### config.mk
export PLATFORM = sky130hd
export DESIGN_NAME = bpp_ram
export DESIGN_NICKNAME = d
export VERILOG_FILES = /design/src/rtl/core/bpp_ram.sv
export SDC_FILE = /design/constraint.sdc
export NUM_CORES = 2
export LEC_CHECK = 0
export BUFFER_PORTS_ARGS = -buffer_cell sky130_fd_sc_hd__buf_2
export CORE_MARGIN = 3
export CORE_UTILIZATION = 63
export DETAILED_ROUTE_END_ITERATION = 10
export PLACE_DENSITY = 0.86
export SETUP_SLACK_MARGIN = 0.3
export SYNTH_ARGS = -nofsm -noshare
export SYNTH_HDL_FRONTEND = slang
export SYNTH_SLANG_ARGS = --single-unit
### constraint.sdc
create_clock -name clk_i -period 3.1 [get_ports clk_i]
set_clock_uncertainty 0.2 [all_clocks]
set_input_delay 0.31 -clock clk_i [delete_from_list [all_inputs] [get_ports clk_i]]
set_output_delay 0.31 -clock clk_i [all_outputs]
set_load 0.01 [all_outputs]
### src/rtl/core/bpp_ram.sv
// bpp_ram: generic single-port RAM with registered read data.
// No dependencies.
module bpp_ram #(
  parameter int WIDTH = 8,
  parameter int DEPTH = 256,
  localparam int AW = (DEPTH > 1) ? $clog2(DEPTH) : 1
) (
  input  logic             clk_i,
  input  logic             we_i,
  input  logic [AW-1:0]    addr_i,
  input  logic [WIDTH-1:0] wdata_i,
  output logic [WIDTH-1:0] rdata_o
);

  logic [WIDTH-1:0] mem_q [DEPTH];
  logic [WIDTH-1:0] rdata_q;

  always_ff @(posedge clk_i) begin
    if (we_i) begin
      mem_q[addr_i] <= wdata_i;
    end
    rdata_q <= mem_q[addr_i];
  end

  assign rdata_o = rdata_q;

endmodule

==> results.py <==
metrics = {
    "floorplanning": {
        "coreArea_um2": 123000,
        "dieArea_um2": 129000,
        "die_h_um": 359,
        "rows": 128,
        "die_x_um": 359,
        "io_pins": 26,
        "initial_core_util_pct": 64.0,
    },
    "logic_synthesis": {
        "yosys_warnings": 0,
        "muxShareOfSynthArea_pct": 14.7,
        "yosys.area_share.simple_pct": 1.73,
        "ys_seq_area_share_pct": 78.6,
        "synth_seq_cells": 2056,
        "avgSynthCellArea_um2": 22.1,
        "synth-xor-area-share_pct": 0,
        "syn_inst": 3547,
        "synth_top_family_by_area": "multiplexers",
        "synth_fa_ha_area_share_pct": 0,
        "synth_area_um2": 78500,
        "synth_fp_nets": 3565,
        "synth_cell_types": 22,
        "synth-compound-area-share_pct": 3.62,
    },
    "cells_and_area": {
        "fin_nets": 4056,
        "final_cell_mix": "2,048 x edfxtp_1, 512 x mux4_2, 446 x buf_4, 255 x a22oi_1, 231 x nor2_1",
        "final_common_cell": "edfxtp_1",
        "layout-drive-gt1-share_pct": 31.4,
        "finalNonFillerCells": 5833,
        "syn2layout_area_growth_pct": 15.4,
        "fin_util_pct": 73.8,
    },
    "sta": {
        "fmax_mhz": 344,
        "fin_tns_setup_ps": 0,
        "final.period_utilization_pct": 93.8,
        "slew_viol_final": 0,
        "relSlewSlack_pct": 32.6,
        "worst_slew_pin_slew_ps": 1010,
        "setup_ws_ps": 193,
        "setup_viol": 0,
        "grt_setup_unrepaired": "yes",
        "min_period_ps": 2910,
        "hold_violations": 0,
    },
    "min_path": {
        "hold_class": "input pin to flop",
    },
    "critical_path": {
        "cp-end-kind": "flop",
        "crit_family": "compound AO/OA/AOI/OAI gates",
        "critPathKind": "flop to flop",
        "cpPeakStageDelay_ps": 730,
        "path_max_fanout": 1,
        "arrival_ps": 3380,
        "crit_buf_inv": 1,
        "start_kind": "flop",
        "crit_required_ps": 3580,
        "slowest_stage": "o41ai_1",
        "cp_cell_sequence": "mux4_2 -> a22oi_1 -> a21oi_1 -> o41ai_1 -> buf_4 -> nand4_1",
    },
    "grt": {
        "antenna_found_initial": 11,
        "grt_first_pass_wirelength_um": 320000,
        "grtUsageTotal_pct": 34.9,
        "grt_pass1_vias": 43800,
        "grt_max_degree": 109,
        "gr-total-overflow": 0,
    },
    "drt": {
        "vias_per_cell": 7.46,
        "ant_nets": 0,
        "post-route-drc-count": 0,
        "wl_um": 225000,
        "wl_per_cell_um": 38.6,
        "drtPass1Iterations": 7,
        "vias": 43500,
        "drt-initial-drc-count": 8433,
    },
    "clock_network": {
        "clkSlewWorstSetupHoldPaths_ps": 70,
        "cts_inserted_buffers": 189,
        "cts_max_path_buffers": 3,
        "htree_levels": 4,
        "tritoncts": "yes",
        "insertion_delay_ps": 840,
        "clock-sinks": 2056,
        "cts-root-buf": "clkbuf_16",
    },
    "pwr": {
        "ir_drop_mv": 0.650,
        "pwr_density_cell_nw_per_um2": 634,
        "p_leak_nw": 28.7,
    },
    "placement": {
        "dp_hpwl_um": 119000,
        "io_buffers": 25,
        "dp.cells": 5465,
        "dp_slack_ps": -663,
        "gp_congestion": 0.864,
    },
    "job": {
        "cap_violations": 0,
    },
    "outcome": {
        "outcome": "complete, no violations",
    },
}
-- state kept, by name, indices dropped and copies added, names as in the netlist --
| name | count |
|---|---|
| mem_q | 2048 |
| rdata_o | 8 |
-- stage by stage --
step | power, W | cell area (um^2) | hold slack (ps)
3_5_place_dp | 0.0340 | 84100 | 386
2_1_floorplan | 0.0326 | 78500 | 209
5_1_grt | 0.0585 | 90500 | 59.1
4_1_cts | 0.0574 | 90500 | 19.3
3_3_place_gp | 0.0338 | 84100 | 389
6_report | 0.0575 | 90600 | 23.2
-- synthesized netlist by cell type --
cell,count,area share (%)
nand2_1,28,0.13
o41ai_1,32,0.36
dfxtp_1,8,0.20
a22oi_1,256,2.4
nor3_1,30,0.19
buf_6,16,0.23
and2_1,3,0.024
buf_2,36,0.23
nand4_1,8,0.064
edfxtp_1,2048,78
mux4_2,512,15
nand3_1,13,0.083
nor2b_1,7,0.056
inv_1,1,0.0048
buf_1,19,0.091
buf_4,16,0.15
nand2b_1,6,0.048
nor2_1,232,1.1
or3_1,1,0.0080
a21oi_1,128,0.82
or2_2,2,0.016
clkbuf_1,145,0.69
-- kinds of logic after synthesis --
group	Yosys count
muxes	512
and+or+nand+nor	330
AOI/OAI and AO/OA	416
DFF	2056
buffers and inverters	233
-- routing by layer --
layer / track usage, % / vias up / part of all wire [%]
met4: 18.9 / 8 / 7.2
met2: 54.2 / 4633 / 48
li1: - / 16000 / -
met3: 9.64 / 1046 / 14
met1: 45.5 / 21800 / 31
met5: 0 / - / 0.023
-- path summary, 6_finish.rpt --
check	slack, ps	startpoint	endpoint	cells past startpoint
setup / recovery	190	mem_q[104][4]$_DFFE_PP_	rdata_o[4]$_DFF_P_	6
hold / removal	20	wdata_i[6]	mem_q[101][6]$_DFFE_PP_	1
setup reg to reg	190	mem_q[104][4]$_DFFE_PP_	rdata_o[4]$_DFF_P_	6
hold reg to reg	890	mem_q[20][1]$_DFFE_PP_	rdata_o[1]$_DFF_P_	5
-- report_power, final --
part | leakage [nW] | total, W | switching [W] | internal (W)
clock network | 3.04 | 0.0238 | 0.0106 | 0.0132
logic | 7.20 | 0.00292 | 0.00188 | 0.00104
registers | 18.5 | 0.0307 | 0.0000613 | 0.0306
-- layout make-up --
cell class / count / area (um^2)
tap: 1625 / 2030
multi-input combinational: 1258 / 15900
clock inverter: 112 / 1230
fill: 6036 / 32100
inverter: 1 / 3.75
sequential: 2056 / 61700
antenna: 10 / 25.0
timing repair buffer: 532 / 4710
clock buffer: 239 / 5020
-- timing repair --
action,in CTS,in global routing
endpoints found under the setup margin,6,4
resized for setup,9,5
hold buffers,7,0
endpoints found under the hold margin,420,0
buffers inserted,0,0
Note: power is estimated with default switching activity, not from simulation.
