**config.mk**
```make
export PLATFORM = sky130hd
export DESIGN_NAME = bpp_div
export DESIGN_NICKNAME = d
export VERILOG_FILES = /design/src/rtl/core/bpp_div.sv
export SDC_FILE = /design/constraint.sdc
export NUM_CORES = 1
export LEC_CHECK = 0
export ABC_CLOCK_PERIOD_IN_PS = 4850
export BUFFER_PORTS_ARGS = -buffer_cell sky130_fd_sc_hd__buf_4
export CAP_MARGIN = 0
export CORE_MARGIN = 5
export CORE_UTILIZATION = 50
export CTS_BUF_LIST = sky130_fd_sc_hd__clkbuf_8 sky130_fd_sc_hd__clkbuf_16
export CTS_CLUSTER_SIZE = 16
export DETAILED_ROUTE_END_ITERATION = 6
export GPL_ROUTABILITY_DRIVEN = 0
export GPL_TIMING_DRIVEN = 0
export PLACE_DENSITY = 0.71
export SETUP_SLACK_MARGIN = 0.4
export SLEW_MARGIN = 20
export SYNTH_ARGS = -nofsm -noshare
export SYNTH_HDL_FRONTEND = slang
export SYNTH_SLANG_ARGS = --single-unit
```
**constraint.sdc**
```tcl
create_clock -name clk_i -period 4.85 [get_ports clk_i]
set_clock_uncertainty 0.2 [all_clocks]
set_input_delay 0.97 -clock clk_i [delete_from_list [all_inputs] [get_ports clk_i]]
set_output_delay 0.97 -clock clk_i [all_outputs]
set_load 0.01 [all_outputs]
```
**src/rtl/core/bpp_div.sv**
```systemverilog
// bpp_div: signed-by-unsigned floor divider, restoring, one quotient bit per cycle.
// Depends on nothing but its parameters.
module bpp_div #(
  parameter int NW = 48,
  parameter int DW = 24
) (
  input  logic                 clk_i,
  input  logic                 rst_ni,
  input  logic                 start_i,
  input  logic signed [NW-1:0] num_i,
  input  logic [DW-1:0]        den_i,
  output logic                 done_o,
  output logic signed [NW-1:0] quo_o
);

  localparam int CNTW = $clog2(NW + 1);

  logic            busy_q, done_q, neg_q;
  logic [CNTW-1:0] cnt_q;
  logic [NW-1:0]   quo_q;
  logic [DW-1:0]   rem_q, den_q;
  logic [DW:0]     trial, diff;
  logic            ge;

  assign trial = {rem_q, quo_q[NW-1]};
  assign diff  = trial - {1'b0, den_q};
  assign ge    = (trial >= {1'b0, den_q});

  always_ff @(posedge clk_i or negedge rst_ni) begin
    if (!rst_ni) begin
      busy_q <= 1'b0;
      done_q <= 1'b0;
      neg_q  <= 1'b0;
      cnt_q  <= '0;
      quo_q  <= '0;
      rem_q  <= '0;
      den_q  <= '0;
    end else begin
      done_q <= 1'b0;
      if (start_i) begin
        // negative dividend: floor(n/d) = -((-n + d - 1) / d)
        neg_q  <= num_i[NW-1];
        quo_q  <= num_i[NW-1] ? ({{(NW-DW){1'b0}}, den_i} + ~num_i) : num_i;
        rem_q  <= '0;
        den_q  <= den_i;
        cnt_q  <= CNTW'(NW);
        busy_q <= 1'b1;
      end else if (busy_q) begin
        quo_q <= {quo_q[NW-2:0], ge};
        rem_q <= ge ? diff[DW-1:0] : trial[DW-1:0];
        cnt_q <= cnt_q - 1'b1;
        if (cnt_q == CNTW'(1)) begin
          busy_q <= 1'b0;
          done_q <= 1'b1;
        end
      end
    end
  end

  assign done_o = done_q;
  assign quo_o  = neg_q ? -$signed(quo_q) : $signed(quo_q);

endmodule

```
==> impl_metrics.toml, run 1 <==
[pwr]
p_int_uw = 2208
seq_power_share_pct = 31.3
ir_worst_vdd_uv = 191.4
power_uw = 3794
combPwrFrac_pct = 49.5
clkPwrFrac_pct = 19.2
switching_share_pct = 41.81
power.leakage_uw = 0.004954
power_density_mw_per_mm2 = 349.0
p_sw_uw = 1586

[synthesis]
synth-main-ff-cell = "dfrtp_1"
syn_area_sq_mm = 0.009296
synth_seq_cells = 105
syn_nets = 1281
synth_edf_count = 0
yosys.area.top_type = "dfrtp_1"
yosys_warnings = 0
synth.area.top_cells = "dfrtp_1 28%, ha_1 6.9%, xnor2_1 6.7%"
synth_cell_type_count = 68
yosysTopAreaCellShare_pct = 28.26
ys_seq_area_share_pct = 28.26
avgSynthCellArea_sq_um = 8.063
syn_inst = 1153
async_flop_share_pct = 100.0

[finish]
multi_input_area_sq_mm = 0.006217
num-nets-final = 1417
regArea_sq_mm = 0.002630
synthToLayoutAreaGrowth_pct = 16.95
drive_above_1_share_pct = 14.22
fin_area_sq_mm = 0.01087
fin_util_pct = 59.91
fillerInstances = 1719

[detailed_routing]
wirelength_um = 31280
ant_nets = 0
detail_route.first_pass.iterations = 5
drc = 0
via_count = 9501
dr.first_iter.drc_count = 851
wl_per_cell_um = 20.52
vias_per_cell = 6.234

[sta]
min_period_over_period_pct = 91.42
rsz0062_at_grt = "yes"
worst_slack_ns = 0.4162
post-route-min-period_ns = 4.434
hold_violations = 0
fin_tns_setup_ns = 0
finalMaxSlewViolations = 0
tightest_slew_ns = 0.9608
setup_viol = 0
slew_headroom_pct = 34.29
max_freq_mhz = 225.5

[global_route]
grt_start_max_net_pins = 106
grt_pass1_wl_um = 49290
grt_overflow_total = 0
first_global_vias = 9127
antenna_found_initial = 0
grt_usage_pct = 28.59

[placed_design]
place_ws_ns = 0.4564
port_buffers = 122
dpl_cell_area_sq_mm = 0.01050
post-dp-hpwl_um = 23850

[clock_tree]
insertion_delay_ns = 0.36
cts_tree = "done"
htreeDepth = 3
numCtsBuffers = 9
cts_sinks = 105
root_buffer = "clkbuf_16"
path_clk_slew_ns = 0.08
cts_buffer_depth = 2
cts_hold_buffers = 0

[critical_path]
critPathKind = "reg -> out"
path_max_fanout = 4
start_kind = "flip-flop"
worstPathRequired_ns = 3.68
path_cells = "or4_4 > or3_4 > or2_4 > or3_4 > or4_4 > o31ai_4 > xnor2_1 > buf_4"
cpPeakStageDelay_ns = 0.54
crit_family = "simple AND/OR/NAND/NOR gates"
cp.buffers_inverters = 1
critPathCaptureType = "output port"
crit_arrival_ns = 3.26
slowest_stage = "or4_4"

[floorplanning]
die_y_um = 146.4
initial_utilization_pct = 51.23
core_sq_mm = 0.01815
die-width_um = 146.4
dieArea_sq_mm = 0.02142
ioPinCount = 124
num_rows = 49

[job]
maxCapViolations = 0

[hold_path]
hold_path_class = "in -> async"

[run_status]
status = "finished, final reports clean"
==> power groups by stage <==
stage	registers [uW]	clock network, uW	logic [uW]
2_1_floorplan	1150	0	1280
3_3_place_gp	1190	0	1800
3_5_place_dp	1200	0	1830
4_1_cts	1180	738	1840
5_1_grt	1210	776	2060
6_report	1190	729	1880
==> through the flow <==
step	hold slack, ns	std cells
4_1_cts	0.3328	1520
2_1_floorplan	0.2849	1153
3_5_place_dp	0.3107	1504
5_1_grt	0.2697	1523
3_3_place_gp	0.3083	1504
6_report	0.2583	1524
==> cell usage after synthesis (12+ instances only) <==
| library cell | instances |
|---|---|
| nor2_1 | 78 |
| a21oi_1 | 81 |
| inv_1 | 65 |
| mux2i_1 | 36 |
| dfrtp_1 | 105 |
| nand2_1 | 110 |
| xor2_1 | 26 |
| o21ai_0 | 99 |
| and3_1 | 12 |
| o31ai_1 | 13 |
| xnor2_1 | 71 |
| a21o_1 | 21 |
| ha_1 | 51 |
| nand3_1 | 23 |
| nor2b_1 | 22 |
| a211oi_1 | 41 |
| nor3_1 | 18 |
| clkbuf_1 | 51 |
| nand2b_1 | 23 |
| mux2_2 | 20 |
==> cells by family (layout without fill, tap and decap cells) <==
family | after synthesis | count (layout) | synth area share [%]
XOR/XNOR | 97 | 97 | 9.139
other | 0 | 1 | 0
flip-flops | 105 | 105 | 28.26
AND/OR/NAND/NOR | 361 | 361 | 19.50
AO/OA/AOI/OAI | 351 | 351 | 24.19
adder cells (fa/ha/maj) | 53 | 53 | 7.295
buffers and inverters | 130 | 271 | 5.316
multiplexers | 56 | 56 | 6.299
==> layout by cell type, fill, tap and decap left out, types with 18 or more instances in the layout <==
cell / Yosys / layout
o21ai_0: 99 / 98
inv_1: 65 / 66
nor2b_1: 22 / 22
xnor2_1: 71 / 71
nand2_1: 110 / 110
nor2_1: 78 / 78
nand3_1: 23 / 23
nor3_1: 18 / 18
a21oi_1: 81 / 81
mux2_2: 20 / 20
xor2_1: 26 / 26
dfrtp_1: 105 / 103
mux2i_1: 36 / 36
nand2b_1: 23 / 23
clkbuf_1: 51 / 51
buf_4: 1 / 124
ha_1: 51 / 51
a211oi_1: 41 / 41
a21o_1: 21 / 21
==> repair_timing <==
item	4_1_cts	5_1_grt
pin swaps	0	3
cloned	0	0
resized for setup	1	9
hold endpoints to repair	0	0
setup buffers	0	2
endpoints found under the setup margin	10	15
==> per-layer routing <==
layer  up-vias  GRT usage [%]  share of wire [%]  routed length [um]
met3        72          5.888                9.1                2832
met5         -              0                  0                   0
met4         0          10.16                3.3                1018
li1       4440              -                  -                   -
met2       453          43.88                 44               13820
met1      4536          40.13                 43               13610
==> final cells by class <==
| class | count | area share (%) |
|---|---|---|
| antenna | 1 | 0.02302 |
| buffer | 65 | 2.302 |
| clock buffer | 9 | 2.072 |
| clock inverter | 7 | 0.4949 |
| inverter | 65 | 2.244 |
| multi-input combinational | 918 | 57.19 |
| sequential | 105 | 24.19 |
| tap | 229 | 2.636 |
| timing repair buffer | 125 | 8.850 |
==> registers in the layout, indices dropped and copies added (netlist names) <==
name,flops
busy_q,1
done_o,1
rem_q,24
den_q,24
neg_q,1
quo_q,48
cnt_q,6
==> worst paths after layout <==
path	start	endpoint	slack [ns]	cells past startpoint
worst max-delay path	quo_q[36]$_DFFE_PN0P_	quo_o[47]	0.42	8
worst min-delay path	rst_ni	rem_q[11]$_DFFE_PN0P_	0.26	1
worst max register to register	rem_q[3]$_DFFE_PN0P_	rem_q[10]$_DFFE_PN0P_	1.02	10
worst min register to register	cnt_q[4]$_DFFE_PN0P_	cnt_q[4]$_DFFE_PN0P_	0.33	2
max in group asynchronous	rst_ni	quo_q[35]$_DFFE_PN0P_	3.49	2
min in group clk_i	cnt_q[4]$_DFFE_PN0P_	cnt_q[4]$_DFFE_PN0P_	0.33	2
Note: power is estimated with default switching activity, not from simulation.
==> run 2: changes to the inputs <==
--- a/config.mk
+++ b/config.mk
@@ -10,7 +10,6 @@
 export CAP_MARGIN = 0
 export CORE_MARGIN = 5
 export CORE_UTILIZATION = 50
-export CTS_BUF_LIST = sky130_fd_sc_hd__clkbuf_8 sky130_fd_sc_hd__clkbuf_16
 export CTS_CLUSTER_SIZE = 16
 export DETAILED_ROUTE_END_ITERATION = 6
 export GPL_ROUTABILITY_DRIVEN = 0
==> run 2 against run 1 <==
  * Worst setup slack about the same
  * Global-route usage unchanged
  * Routed wire length about the same
  * Core utilization unchanged
  * Register-to-register slack about the same
  * Sequential power about the same
  * Clock-buffer cell count increased by 1
  * Sequential share of layout area unchanged
  * Worst hold slack about the same
  * Critical path depth unchanged
  * First-iteration DRC count decreased by 0.12%
  * Critical endpoint unchanged
  * Largest power group unchanged
==> impl_metrics.toml, run 2 (synthesized netlist as in run 1, its figures left out) <==
[job]
maxCapViolations = 0

[clock_tree]
root_buffer = "clkbuf_16"
path_clk_slew_ns = 0.08
insertion_delay_ns = 0.36
numCtsBuffers = 9
htreeDepth = 3
cts_tree = "done"
cts_buffer_depth = 2
cts_hold_buffers = 0
cts_sinks = 105

[detailed_routing]
wirelength_um = 31280
dr.first_iter.drc_count = 850
vias_per_cell = 6.236
detail_route.first_pass.iterations = 5
via_count = 9503
wl_per_cell_um = 20.52
ant_nets = 0
drc = 0

[hold_path]
hold_path_class = "in -> async"

[finish]
synthToLayoutAreaGrowth_pct = 16.95
layout_commonest_cell = "buf_4"
layout_common_cells = "124 x buf_4, 110 x nand2_1, 103 x dfrtp_1"
multi_input_area_sq_mm = 0.006217
regArea_sq_mm = 0.002630
fillerInstances = 1719
largest_reg_flops = 48
num-nets-final = 1417
regMostFlops = "quo_q"
drive_above_1_share_pct = 14.22
top_regs = "quo_q x48, den_q x24, rem_q x24"

[pwr]
combPwrFrac_pct = 49.4
p_sw_uw = 1587
clkPwrFrac_pct = 19.3
ir_worst_vdd_uv = 191.4
power_uw = 3797
power_density_mw_per_mm2 = 349.2
power.leakage_uw = 0.004950
p_int_uw = 2210
seq_power_share_pct = 31.3
switching_share_pct = 41.79

[global_route]
grt_overflow_total = 0
grt_pass1_wl_um = 49290
antenna_found_initial = 0
first_global_vias = 9127
grt_usage_pct = 28.59
grt_start_max_net_pins = 106

[sta]
max_freq_mhz = 225.5
hold_violations = 0
slew_headroom_pct = 34.31
finalMaxSlewViolations = 0
setup_viol = 0
post-route-min-period_ns = 4.434
fin_tns_setup_ns = 0
rsz0062_at_grt = "yes"
tightest_slew_ns = 0.9606
min_period_over_period_pct = 91.42

[critical_path]
crit_arrival_ns = 3.26
start_kind = "flip-flop"
r2r_setup_slack_ns = 1.02
reg2reg_depth = 10
critPathKind = "reg -> out"
path_max_fanout = 4
crit_end = "quo_o[47]"
critPathCaptureType = "output port"
worstPathRequired_ns = 3.68
r2r-end = "rem_q[10]$_DFFE_PN0P_"
cp-startpoint = "quo_q[36]$_DFFE_PN0P_"
reg2reg_from = "rem_q[3]$_DFFE_PN0P_"

[floorplanning]
die-width_um = 146.4
die_y_um = 146.4
ioPinCount = 124
core_sq_mm = 0.01815
initial_utilization_pct = 51.23
num_rows = 49
dieArea_sq_mm = 0.02142

[placed_design]
post-dp-hpwl_um = 23850
port_buffers = 122

[run_status]
status = "finished, final reports clean"
run 2: cell types whose count changed in the layout (fill, tap and decap cells not counted), sizes merged:
cell,previous run,this run
inv,69,68
clkbuf,60,61
run 2: area by class of cell:
cell class              instances  share of cell area, %
diodes                          1                0.02302
plain buffers                  65                  2.302
clock buffers                  10                  2.106
clock inverters                 6                 0.4604
inverters                      65                  2.244
multi-input cells             918                  57.19
flip-flops and latches        105                  24.19
well taps                     229                  2.636
repair buffers                125                  8.850
run 2: worst min path at each step:
stage / from / endpoint
after floorplan: den_q[0]$_DFFE_PN0P_ / den_q[0]$_DFFE_PN0P_
after global placement: den_q[6]$_DFFE_PN0P_ / den_q[6]$_DFFE_PN0P_
after detailed placement: cnt_q[4]$_DFFE_PN0P_ / cnt_q[4]$_DFFE_PN0P_
after CTS: cnt_q[4]$_DFFE_PN0P_ / cnt_q[4]$_DFFE_PN0P_
after global routing: rst_ni / rem_q[6]$_DFFE_PN0P_
final: rst_ni / rem_q[11]$_DFFE_PN0P_
run 2: metrics by stage:
stage / instance area, sq um / util (%) / cells / worst slack, ns / hold WS [ns]
global placement: 10500 / 57.85 / 1504 / 0.5302 / 0.3083
CTS: 10790 / 59.46 / 1520 / 0.3239 / 0.3328
global route: 10870 / 59.89 / 1523 / 0.2848 / 0.2697
detailed placement: 10500 / 57.87 / 1504 / 0.4564 / 0.3107
floorplan: 9296 / - / 1153 / 1.020 / 0.2849
finish: 10870 / 59.91 / 1524 / 0.4160 / 0.2583
run 2: repair_timing:
item / CTS / global route
pin swaps: 0 / 3
setup buffers: 0 / 2
resized for setup: 1 / 9
setup endpoints to repair: 10 / 15
run 2: power by group through the flow:
stage / logic [uW] / clock network [uW] / registers, uW
floorplan: 1280 / 0 / 1150
global placement: 1800 / 0 / 1190
detailed placement: 1830 / 0 / 1200
CTS: 1840 / 740 / 1180
global route: 2060 / 778 / 1210
finish: 1880 / 731 / 1190
run 2: worst max-delay path, cell delays in order (launching register included):
cell and delay, ns:
dfrtp_2 0.43, or4_4 0.54, or3_4 0.34, or2_4 0.26
or3_4 0.36, or4_4 0.46, o31ai_4 0.23, xnor2_1 0.14
buf_4 0.14
run 2: per-layer routing:
| metal | GRT usage (%) | up-vias | wire length [um] |
|---|---|---|---|
| met3 | 5.888 | 74 | 2838 |
| met4 | 10.16 | 0 | 1029 |
| met2 | 43.88 | 449 | 13810 |
| met5 | 0 | - | 0 |
| met1 | 40.13 | 4539 | 13600 |
| li1 | - | 4441 | - |
