File: src/rtl/core/bpp_pkg.sv
// bpp_pkg: shared constants and types of the Bezier particle pool.
// Used by bezier_particle_pool and bpp_free; has no dependencies.
package bpp_pkg;

  localparam int PARTICLES_DEF  = 256;
  localparam int COORD_BITS_DEF = 24;
  localparam int FRAC_BITS_DEF  = 8;

  localparam int OFF_BITS      = 15;  // control point offset width
  localparam int SLOT_BITS     = 8;
  localparam int DUR_BITS      = 8;
  localparam int CUBE_BITS     = 3 * DUR_BITS;
  localparam int CFG_IDX_BITS  = 2;
  localparam int SCAN_CHUNK    = 16;  // active bits searched per cycle
  localparam int SCAN_POS_BITS = 4;
  localparam int C2_DX         = 10;  // second control point offset, whole units
  localparam int C2_DY         = 50;
  localparam int C2_BITS       = 7;

  localparam logic KIND_SPAWN = 1'b0;
  localparam logic KIND_TICK  = 1'b1;

  typedef enum logic [CFG_IDX_BITS-1:0] {
    CFG_END_X = 2'd0,
    CFG_END_Y = 2'd1,
    CFG_END_Z = 2'd2
  } cfg_idx_e;

  typedef struct packed {
    logic scan;
    logic set;
    logic clr;
  } free_cmd_t;

  typedef struct packed {
    logic done;
    logic found;
  } free_stat_t;

endpackage

File: src/rtl/core/bpp_free.sv
// bpp_free: per-slot active flags and lowest-free-slot search, one chunk per cycle.
// Depends on bpp_pkg.
module bpp_free #(
  parameter int PARTICLES = bpp_pkg::PARTICLES_DEF,
  parameter int SW = (PARTICLES > 1) ? $clog2(PARTICLES) : 1
) (
  input  logic                   clk_i,
  input  logic                   rst_ni,
  input  bpp_pkg::free_cmd_t     cmd_i,
  input  logic [SW-1:0]          idx_i,
  input  logic [SW-1:0]          look_i,
  output logic                   active_o,
  output bpp_pkg::free_stat_t    stat_o,
  output logic [SW-1:0]          free_idx_o
);

  localparam int CHUNK = bpp_pkg::SCAN_CHUNK;
  localparam int PW    = bpp_pkg::SCAN_POS_BITS;
  localparam int NCH   = (PARTICLES + CHUNK - 1) / CHUNK;
  localparam int CW    = (NCH > 1) ? $clog2(NCH) : 1;

  logic [PARTICLES-1:0]   active_q;
  logic [NCH*CHUNK-1:0]   pad;
  logic [CHUNK-1:0]       chunk;
  logic                   busy_q, done_q, found_q, hit;
  logic [CW-1:0]          ptr_q;
  logic [PW-1:0]          pos;
  logic [CW+PW-1:0]       full_idx;
  logic [SW-1:0]          idx_q;

  // slots past the pool read as taken
  always_comb begin
    pad = '1;
    pad[PARTICLES-1:0] = active_q;
  end

  assign chunk = pad[ptr_q*CHUNK +: CHUNK];

  always_comb begin
    hit = 1'b0;
    pos = '0;
    for (int j = CHUNK - 1; j >= 0; j--) begin
      if (!chunk[j]) begin
        hit = 1'b1;
        pos = PW'(j);
      end
    end
  end

  assign full_idx = {ptr_q, pos};

  always_ff @(posedge clk_i or negedge rst_ni) begin
    if (!rst_ni) begin
      active_q <= '0;
      busy_q   <= 1'b0;
      done_q   <= 1'b0;
      found_q  <= 1'b0;
      ptr_q    <= '0;
      idx_q    <= '0;
    end else begin
      done_q <= 1'b0;
      if (cmd_i.set) begin
        active_q[idx_i] <= 1'b1;
      end
      if (cmd_i.clr) begin
        active_q[idx_i] <= 1'b0;
      end
      if (cmd_i.scan) begin
        busy_q <= 1'b1;
        ptr_q  <= '0;
      end else if (busy_q) begin
        if (hit) begin
          busy_q  <= 1'b0;
          done_q  <= 1'b1;
          found_q <= 1'b1;
          idx_q   <= full_idx[SW-1:0];
        end else if (ptr_q == CW'(NCH - 1)) begin
          busy_q  <= 1'b0;
          done_q  <= 1'b1;
          found_q <= 1'b0;
        end else begin
          ptr_q <= ptr_q + 1'b1;
        end
      end
    end
  end

  assign active_o     = active_q[look_i];
  assign stat_o.done  = done_q;
  assign stat_o.found = found_q;
  assign free_idx_o   = idx_q;

endmodule

File: config.mk
export PLATFORM = sky130hd
export DESIGN_NAME = bpp_free
export DESIGN_NICKNAME = d
export VERILOG_FILES = /design/src/rtl/core/bpp_pkg.sv /design/src/rtl/core/bpp_free.sv
export SDC_FILE = /design/constraint.sdc
export NUM_CORES = 1
export LEC_CHECK = 0
export CAP_MARGIN = 20
export CORE_MARGIN = 8
export CORE_UTILIZATION = 50
export DETAILED_ROUTE_END_ITERATION = 8
export DONT_BUFFER_PORTS = 1
export PLACE_DENSITY_LB_ADDON = 0.08
export SLEW_MARGIN = 20
export SYNTH_ARGS = -nofsm -noshare
export SYNTH_HDL_FRONTEND = slang
export SYNTH_SLANG_ARGS = --single-unit
File: constraint.sdc
create_clock -name clk_i -period 10.4 [get_ports clk_i]
set_input_delay 2.08 -clock clk_i [delete_from_list [all_inputs] [get_ports clk_i]]
set_output_delay 2.08 -clock clk_i [all_outputs]
set_load 0.02 [all_outputs]
==> run_results.csv, run 1 <==
group,metric,value,unit
outcome,status,"finished, final reports clean",
route,wirelength,45700,um
yosys,synthCells,1293,
timing,grt_setup_unrepaired,"no",
worst_setup_path,r2r_start,"ptr_q[2]",
timing,fin_ws,4.04,ns
placement,placed_area,15100,um^2
clock_network,cts_resized,0,
global_routing,grt_pass1_wl,71200,um
yosys,synth_mux_area_share,24.6,%
global_routing,antenna_found_initial,1,
yosys,synthesis.nets,1315,
timing,final-hold-violation-count,0,
yosys,synth.avg_cell_area,11.4,um^2
global_routing,grt.total_usage,25.9,%
yosys,yosysSeqAreaShare,46.0,%
worst_setup_path,cp.required,8.32,ns
power_and_ir_drop,power_density,161,nW/um^2
yosys,ys_types,49,
clock_network,clk_pin_slew,0.06,ns
final_layout,layout_common_cells,"a21oi_1, dfrtp_1, mux4_2",
floorplan,dieArea,35200,um^2
worst_setup_path,r2r-end,"free_idx_o[1]",
power_and_ir_drop,p_leak,0.00654,uW
placement,io_buffers,0,
timing,fmax,157,MHz
floorplan,io_pins,32,
timing,finalCriticalPeriod,6.36,ns
final_layout,drive_gt1_share,22.4,%
final_layout,design_area,16100,um^2
power_and_ir_drop,ir_worst_vdd,0.138,mV
yosys,synthSimpleGateAreaFrac,5.04,%
clock_network,postCtsSetupBuffers,0,
floorplan,fp.dieW,188,um
yosys,synth_compound_area_share,20.0,%
worst_setup_path,r2r_setup_slack,6.35,ns
timing,finalSetupViolCount,0,
worst_setup_path,end_kind,"primary output",
timing,min_period_over_period,61.2,%
placement,place_ws,4.10,ns
route,drt_iter0_markers,1264,
clock_network,root_buffer,"clkbuf_16",
route,final_antenna_net_count,0,
yosys,async_flop_share,100,%
floorplan,core,29300,um^2
route,wl_per_cell,27.6,um
yosys,synth_top_family_by_area,"multiplexers",
worst_hold_path,min_path_cells,2,
worst_hold_path,whs_endpoint,"active_q[237]",
global_routing,grt_max_degree,272,
final_layout,layout.nets,1264,
yosys,synth_xor_area_share,0,%
yosys,yosys_register_bits,271,
worst_setup_path,crit_path_start_kind,"input port",
timing,whs,0.555,ns
global_routing,grt_pass1_vias,11200,
placement,dp_hpwl,30500,um
worst_setup_path,arrival,4.28,ns
clock_network,holdBufCountCts,0,
worst_setup_path,crit_start,"look_i[0]",
worst_setup_path,reg2reg_depth,8,
floorplan,rows,63,
timing,slew_viol_final,0,
yosys,yosys.area_share.adder,0.0849,%
yosys,yosysWarnings,0,
worst_setup_path,crit_type,"in -> out",
yosys,synth_edf_count,0,
final_layout,area_growth,9.35,%
timing,fin_worst_skew,0.0144,ns
placement,place_congestion,0.929,
clock_network,clock_sinks,271,
yosys,synthFlopType,"dfrtp_1",
worst_setup_path,path_max_fanout,64,
yosys,netlist_area,14700,um^2
worst_hold_path,hold_start,"active_q[237]",
route,drtPass1Iterations,5,
route,viasPerCell,6.84,
final_layout,final_common_cell,"a21oi_1",
clock_network,cts_buffer_depth,3,
worst_hold_path,hold_path.class,"reg -> reg",
timing,finalSetupTns,0,ns
floorplan,initial_utilization,50.3,%
floorplan,die_y,188,um
timing,worstMarginPinSlew,0.980,ns
route,drc,0,
clock_network,cts_tree,"done",
run,drv_cap,0,
clock_network,clk_latency,0.56,ns
clock_network,cts_buffers,29,
global_routing,grt_overflow,0,
route,num_vias,11300,
clock_network,htreeDepth,1,
power_and_ir_drop,power,2600,uW
timing,slew_headroom,34.6,%
registers in the layout, summed over array words and instances, names as in the netlist:
signal and cells:
found_q 1, ptr_q 4, free_idx_o 8, busy_q 1, active_q 256, done_q 1
how the worst max path moves through the flow:
stage,end,slack (ns)
after detailed placement,active_o,4.10
after floorplan,active_o,3.76
after global placement,active_o,4.11
after CTS,active_o,4.08
final,active_o,4.04
after global routing,active_o,4.03
logic make-up after synthesis:
family | count (synthesis)
AND/OR/NAND/NOR | 149
flip-flops | 271
buffers and inverters | 135
AO/OA/AOI/OAI | 567
adder cells (fa/ha/maj) | 1
multiplexers | 170
layer usage:
layer  vias to the layer above  wire, um  global-route usage, %  share of wire [%]
li1                       4881         -                      -                  -
met1                      5785     18600                   36.1                 41
met2                       574     21300                   40.1                 47
met3                        80      4340                   6.30                9.5
met4                         0      1390                   7.73                3.0
met5                         -         0                      0                  0
layout make-up:
type / instances / area, um^2
Tap cell: 390 / 488
Antenna cell: 1 / 2.50
Timing Repair Buffer: 45 / 358
Clock inverter: 16 / 223
Inverter: 8 / 30.0
Clock buffer: 37 / 796
Multi-Input combinational cell: 887 / 7430
Sequential cell: 271 / 6790
Fill cell: 2569 / 13200
through the flow:
stage,cells,util [%]
after detailed placement,1600,51.4
after global routing,1655,55.0
after floorplan,1293,-
final,1655,55.0
after CTS,1653,54.8
after global placement,1598,51.3
where the power goes:
group | switching, uW | total [uW] | internal, uW
Sequential | 89.8 | 1230 | 1140
Combinational | 120 | 259 | 139
Clock | 449 | 1110 | 665
Total | 659 | 2600 | 1940
critical path: stages:
cell and delay [ns]:
mux4_2 0.50, mux4_2 0.53, mux4_2 0.54, mux4_2 0.57
synthesized netlist by cell type (all sizes together) (4+ instances only):
library cell / n / share of area, %
a21oi: 519 / 18
dfrtp: 271 / 46
mux4: 153 / 23
clkbuf: 90 / 2.3
nor2: 56 / 1.4
buf: 37 / 1.7
nand2: 24 / 0.61
nand3: 16 / 0.54
o21ai: 14 / 0.48
mux2i: 10 / 0.68
nand2b: 10 / 0.42
inv: 8 / 0.20
mux2: 7 / 0.53
nor3: 7 / 0.24
a211oi: 6 / 0.31
a22oi: 6 / 0.31
nand3b: 6 / 0.31
nor2b: 6 / 0.25
nand4: 5 / 0.21
o22ai: 4 / 0.17
Note: power is estimated with default switching activity, not from simulation.
==> run 2: changes to the inputs <==
==> constraint.sdc (replaced) <==
create_clock -name clk_i -period 6.1 [get_ports clk_i]
set_input_delay 1.22 -clock clk_i [delete_from_list [all_inputs] [get_ports clk_i]]
set_output_delay 1.22 -clock clk_i [all_outputs]
set_load 0.02 [all_outputs]
==> run 2 against run 1 <==
Worst hold slack worse by 0.19 ns; cell count about the same; sequential cell count did not move; clock power grew 73%.
==> run_results.csv, run 2 (synthesis gave the netlist of run 1 again) <==
group,metric,value,unit
route,wl_per_cell,27.7,um
placement,place_congestion,0.879,
power_and_ir_drop,p_leak,0.00656,uW
timing,finalSetupViolCount,0,
worst_setup_path,r2r_start,"ptr_q[2]",
final_layout,area_growth,9.46,%
worst_setup_path,r2r_setup_slack,2.19,ns
timing,whs,0.366,ns
timing,worstMarginPinSlew,0.954,ns
route,drtPass1Iterations,5,
timing,slew_viol_final,0,
timing,fmax,216,MHz
route,wl_met2,21500,um
timing,slew_headroom,36.2,%
global_routing,antenna_found_initial,0,
global_routing,grt_overflow,0,
timing,fin_worst_skew,0.0130,ns
clock_network,clk_latency,0.56,ns
clock_network,holdBufCountCts,0,
global_routing,grt_pass1_wl,71400,um
floorplan,rows,63,
outcome,status,"finished, final reports clean",
global_routing,grt_pass1_vias,11100,
clock_network,postCtsSetupBuffers,0,
final_layout,final_common_cell,"a21oi_1",
worst_setup_path,path_max_fanout,64,
clock_network,clock_sinks,271,
worst_setup_path,crit_start,"look_i[0]",
floorplan,io_pins,32,
worst_setup_path,end_kind,"primary output",
worst_setup_path,crit_path_start_kind,"input port",
final_layout,layout_common_cells,"a21oi_1, dfrtp_1, mux4_2",
clock_network,clk_pin_slew,0.06,ns
global_routing,grt.total_usage,25.9,%
worst_setup_path,reg2reg_depth,8,
clock_network,root_buffer,"clkbuf_16",
placement,dp_hpwl,30900,um
route,viasPerCell,6.83,
placement,place_ws,1.50,ns
worst_setup_path,r2r-end,"free_idx_o[1]",
worst_setup_path,cp.required,4.88,ns
floorplan,fp.dieW,188,um
timing,final-hold-violation-count,0,
route,drc,0,
clock_network,cts_tree,"done",
floorplan,core,29300,um^2
timing,finalCriticalPeriod,4.62,ns
power_and_ir_drop,power_density,276,nW/um^2
power_and_ir_drop,ir_worst_vdd,0.236,mV
final_layout,largest_reg_flops,256,
floorplan,initial_utilization,50.3,%
timing,finalSetupTns,0,ns
placement,io_buffers,0,
floorplan,die_y,188,um
final_layout,fill_cells,2561,
route,top_layer,"met4",
timing,min_period_over_period,75.8,%
global_routing,grt_max_degree,272,
route,wl_met3,4190,um
clock_network,cts_resized,0,
worst_setup_path,crit_type,"in -> out",
worst_setup_path,arrival,3.40,ns
clock_network,cts_buffer_depth,3,
route,wirelength,45800,um
route,num_vias,11300,
route,drt_iter0_markers,1276,
final_layout,drive_gt1_share,22.3,%
floorplan,dieArea,35200,um^2
final_layout,antennaDiodeCount,0,
route,final_antenna_net_count,0,
timing,grt_setup_unrepaired,"no",
route,wl_met1,18800,um
clock_network,cts_buffers,31,
worst_setup_path,endpoint,"active_o",
final_layout,top_register,"active_q",
run,drv_cap,0,
clock_network,htreeDepth,1,
final_layout,layout.nets,1265,
worst_hold_path,hold_path.class,"in -> async",
timing,fin_ws,1.48,ns
run 2: cell types whose count changed in the layout (fill, tap and decap cells not counted), moves of 2 or more:
cell        before  now
clkbuf_1         4    9
nor2_2           9   12
clkinvlp_4       4    0
nor2_1          43   41
clkbuf_16       29   31
run 2: worst min path at each step:
stage	end	cells past startpoint	startpoint	slack, ns
after global placement	active_q[30]	2	active_q[30]	0.53
after floorplan	found_q	2	found_q	0.47
final	active_q[227]	0	rst_ni	0.37
after global routing	active_q[128]	0	rst_ni	0.35
after detailed placement	active_q[181]	2	active_q[181]	0.53
after CTS	free_idx_o[5]	0	rst_ni	0.35
run 2: final cells by class:
class                      instances  area, um^2  share of cell area (%)
sequential                       271        6790                    42.1
clock inverter                    11         166                    1.03
inverter                           8        30.0                   0.186
multi-input combinational        887        7430                    46.1
clock buffer                      45         878                    5.44
tap                              390         488                    3.02
timing repair buffer              44         350                    2.17
run 2: metrics by stage:
stage,util (%),cell area [um^2],instances,power (uW)
6_report,55.0,16100,1656,4450
5_1_grt,55.0,16100,1656,4600
4_1_cts,54.9,16100,1655,4470
3_5_place_dp,51.3,15000,1599,2560
3_3_place_gp,51.3,15000,1599,2550
2_1_floorplan,-,14700,1293,2420
run 2: metal layers:
layer / track usage (%) / vias to the layer above
li1: - / 4885
met1: 36.7 / 5750
met2: 40.2 / 598
met3: 5.27 / 85
met4: 7.67 / 0
met5: 0 / -
run 2: critical path, cell delays in order:
cell    delay [ns]
mux4_2        0.51
mux4_2        0.51
mux4_2        0.54
mux4_2        0.57
run 2: power by group:
part	switching, uW	internal [uW]	total (uW)	leakage, uW
logic	204	237	442	0.00237
registers	153	1940	2100	0.00368
clock network	754	1160	1920	0.000514
total	1110	3340	4450	0.00656
==> run 3: changes to the inputs <==
==> constraint.sdc (replaced) <==
create_clock -name clk_i -period 4.4 [get_ports clk_i]
set_input_delay 0.88 -clock clk_i [delete_from_list [all_inputs] [get_ports clk_i]]
set_output_delay 0.88 -clock clk_i [all_outputs]
set_load 0.02 [all_outputs]
==> run 3 against run 2 <==
Sequential cell count did not move; combinational power is 42% higher; register-to-register slack worse by 1.3 ns; global-route usage rose by 0.35 points; utilization down 0.060 points; largest power group unchanged; highest routed layer unchanged.
==> run_results.csv, run 3 (synthesis gave the netlist of run 1 again) <==
group,metric,value,unit
outcome,status,"finished, final reports clean",
placement,dp_hpwl,31100,um
clock_network,root_buffer,"clkbuf_16",
worst_setup_path,r2r_start,"ptr_q[2]",
clock_network,clk_pin_slew,0.06,ns
timing,fin_worst_skew,0.0259,ns
final_layout,final_common_cell,"a21oi_1",
floorplan,fp.dieW,188,um
final_layout,antennaDiodeCount,0,
final_layout,largest_reg_flops,256,
clock_network,htreeDepth,1,
timing,finalSetupTns,0,ns
final_layout,top_register,"active_q",
floorplan,rows,63,
clock_network,clock_sinks,271,
power_and_ir_drop,p_int,4430,uW
placement,placed_area,15100,um^2
final_layout,area_growth,9.34,%
worst_hold_path,hold_path.class,"in -> async",
timing,whs,0.0246,ns
placement,place_ws,0.499,ns
worst_setup_path,r2r_setup_slack,0.90,ns
clock_network,cts_buffer_depth,3,
route,drt_iter0_markers,1271,
power_and_ir_drop,switchingPower,1540,uW
power_and_ir_drop,p_clk_share,40.8,%
run,drv_cap,0,
timing,worstMarginPinSlew,0.986,ns
final_layout,drive_gt1_share,22.4,%
power_and_ir_drop,power_density,371,nW/um^2
worst_setup_path,cp.required,3.52,ns
global_routing,grt_max_degree,209,
final_layout,layout.nets,1272,
global_routing,grt_pass1_wl,72500,um
placement,place_congestion,0.904,
route,num_vias,11400,
timing,finalSetupViolCount,0,
route,viasPerCell,6.84,
worst_setup_path,arrival,3.08,ns
power_and_ir_drop,power_frac_seq,48.7,%
power_and_ir_drop,switching_share,25.9,%
final_layout,design_area,16100,um^2
power_and_ir_drop,comb_power_share,10.5,%
worst_setup_path,path_max_fanout,3,
clock_network,cts_tree,"done",
power_and_ir_drop,p_leak,0.00655,uW
timing,grt_setup_unrepaired,"no",
route,final_antenna_net_count,0,
worst_setup_path,r2r-end,"free_idx_o[4]",
route,wirelength,45900,um
final_layout,post-route-util,55.0,%
global_routing,antenna_found_initial,0,
route,drtPass1Iterations,5,
clock_network,cts_buffers,31,
placement,io_buffers,0,
floorplan,io_pins,32,
clock_network,postCtsSetupBuffers,0,
timing,final-hold-violation-count,0,
floorplan,die_y,188,um
timing,min_period_over_period,90.0,%
timing,slew_headroom,34.2,%
timing,finalCriticalPeriod,3.96,ns
worst_setup_path,crit_path_start_kind,"flop",
floorplan,initial_utilization,50.3,%
clock_network,clk_latency,0.58,ns
clock_network,cts_resized,0,
power_and_ir_drop,ir_worst_vdd,0.275,mV
global_routing,grt_overflow,0,
route,drc,0,
worst_setup_path,crit_type,"reg -> out",
floorplan,dieArea,35200,um^2
timing,fmax,252,MHz
global_routing,grt.total_usage,26.3,%
final_layout,layout_common_cells,"a21oi_1, dfrtp_1, mux4_2",
timing,fin_ws,0.439,ns
global_routing,grt_pass1_vias,11300,
worst_setup_path,end_kind,"primary output",
worst_setup_path,reg2reg_depth,9,
floorplan,core,29300,um^2
timing,slew_viol_final,0,
route,wl_per_cell,27.7,um
[run 3: cell type report]
| type | instances | area, um^2 |
|---|---|---|
| clock buffers | 48 | 910 |
| clock inverters | 5 | 31.3 |
| fillers | 2528 | 13200 |
| inverters | 8 | 30.0 |
| multi-input cells | 887 | 7440 |
| flip-flops and latches | 271 | 6790 |
| well taps | 390 | 488 |
| repair buffers | 51 | 432 |
[run 3: worst max path at each step]
stage	startpoint	to	slack [ns]	cells past startpoint
floorplan	look_i[2]	active_o	0.16	5
global placement	look_i[0]	active_o	0.50	4
detailed placement	look_i[0]	active_o	0.50	4
CTS	active_q[124]	active_o	0.44	4
global route	active_q[74]	active_o	0.40	4
finish	active_q[7]	active_o	0.44	4
[run 3: routing by layer]
layer	vias to the layer above	global-route usage, %	wire, um
li1	4888	-	-
met1	5823	37.2	19000
met2	558	40.9	21700
met3	84	5.76	4080
met4	0	6.76	1160
met5	-	0	0
[run 3: metrics by stage]
| step | cells | power [uW] |
|---|---|---|
| 6_report | 1660 | 5970 |
| 5_1_grt | 1660 | 6180 |
| 4_1_cts | 1660 | 6000 |
| 3_5_place_dp | 1606 | 3550 |
| 3_3_place_gp | 1604 | 3540 |
| 2_1_floorplan | 1293 | 3360 |
[run 3: critical path, cell delays in order, from the launching register on]
cell	delay, ns
dfrtp_1	0.42
mux4_2	0.48
mux4_2	0.48
mux4_2	0.53
mux4_2	0.59
[run 3: power by group through the flow]
| stage | registers [uW] | logic [uW] | clock network [uW] |
|---|---|---|---|
| global placement | 2950 | 585 | 0 |
| global route | 2930 | 691 | 2570 |
| floorplan | 2840 | 524 | 0 |
| CTS | 2900 | 624 | 2470 |
| finish | 2910 | 629 | 2440 |
| detailed placement | 2940 | 607 | 0 |
[run 3: repair_timing]
item | 4_1_cts | 5_1_grt
setup endpoints to repair | 0 | 0
endpoints found under the hold margin | 64 | 0
hold buffers | 1 | 0
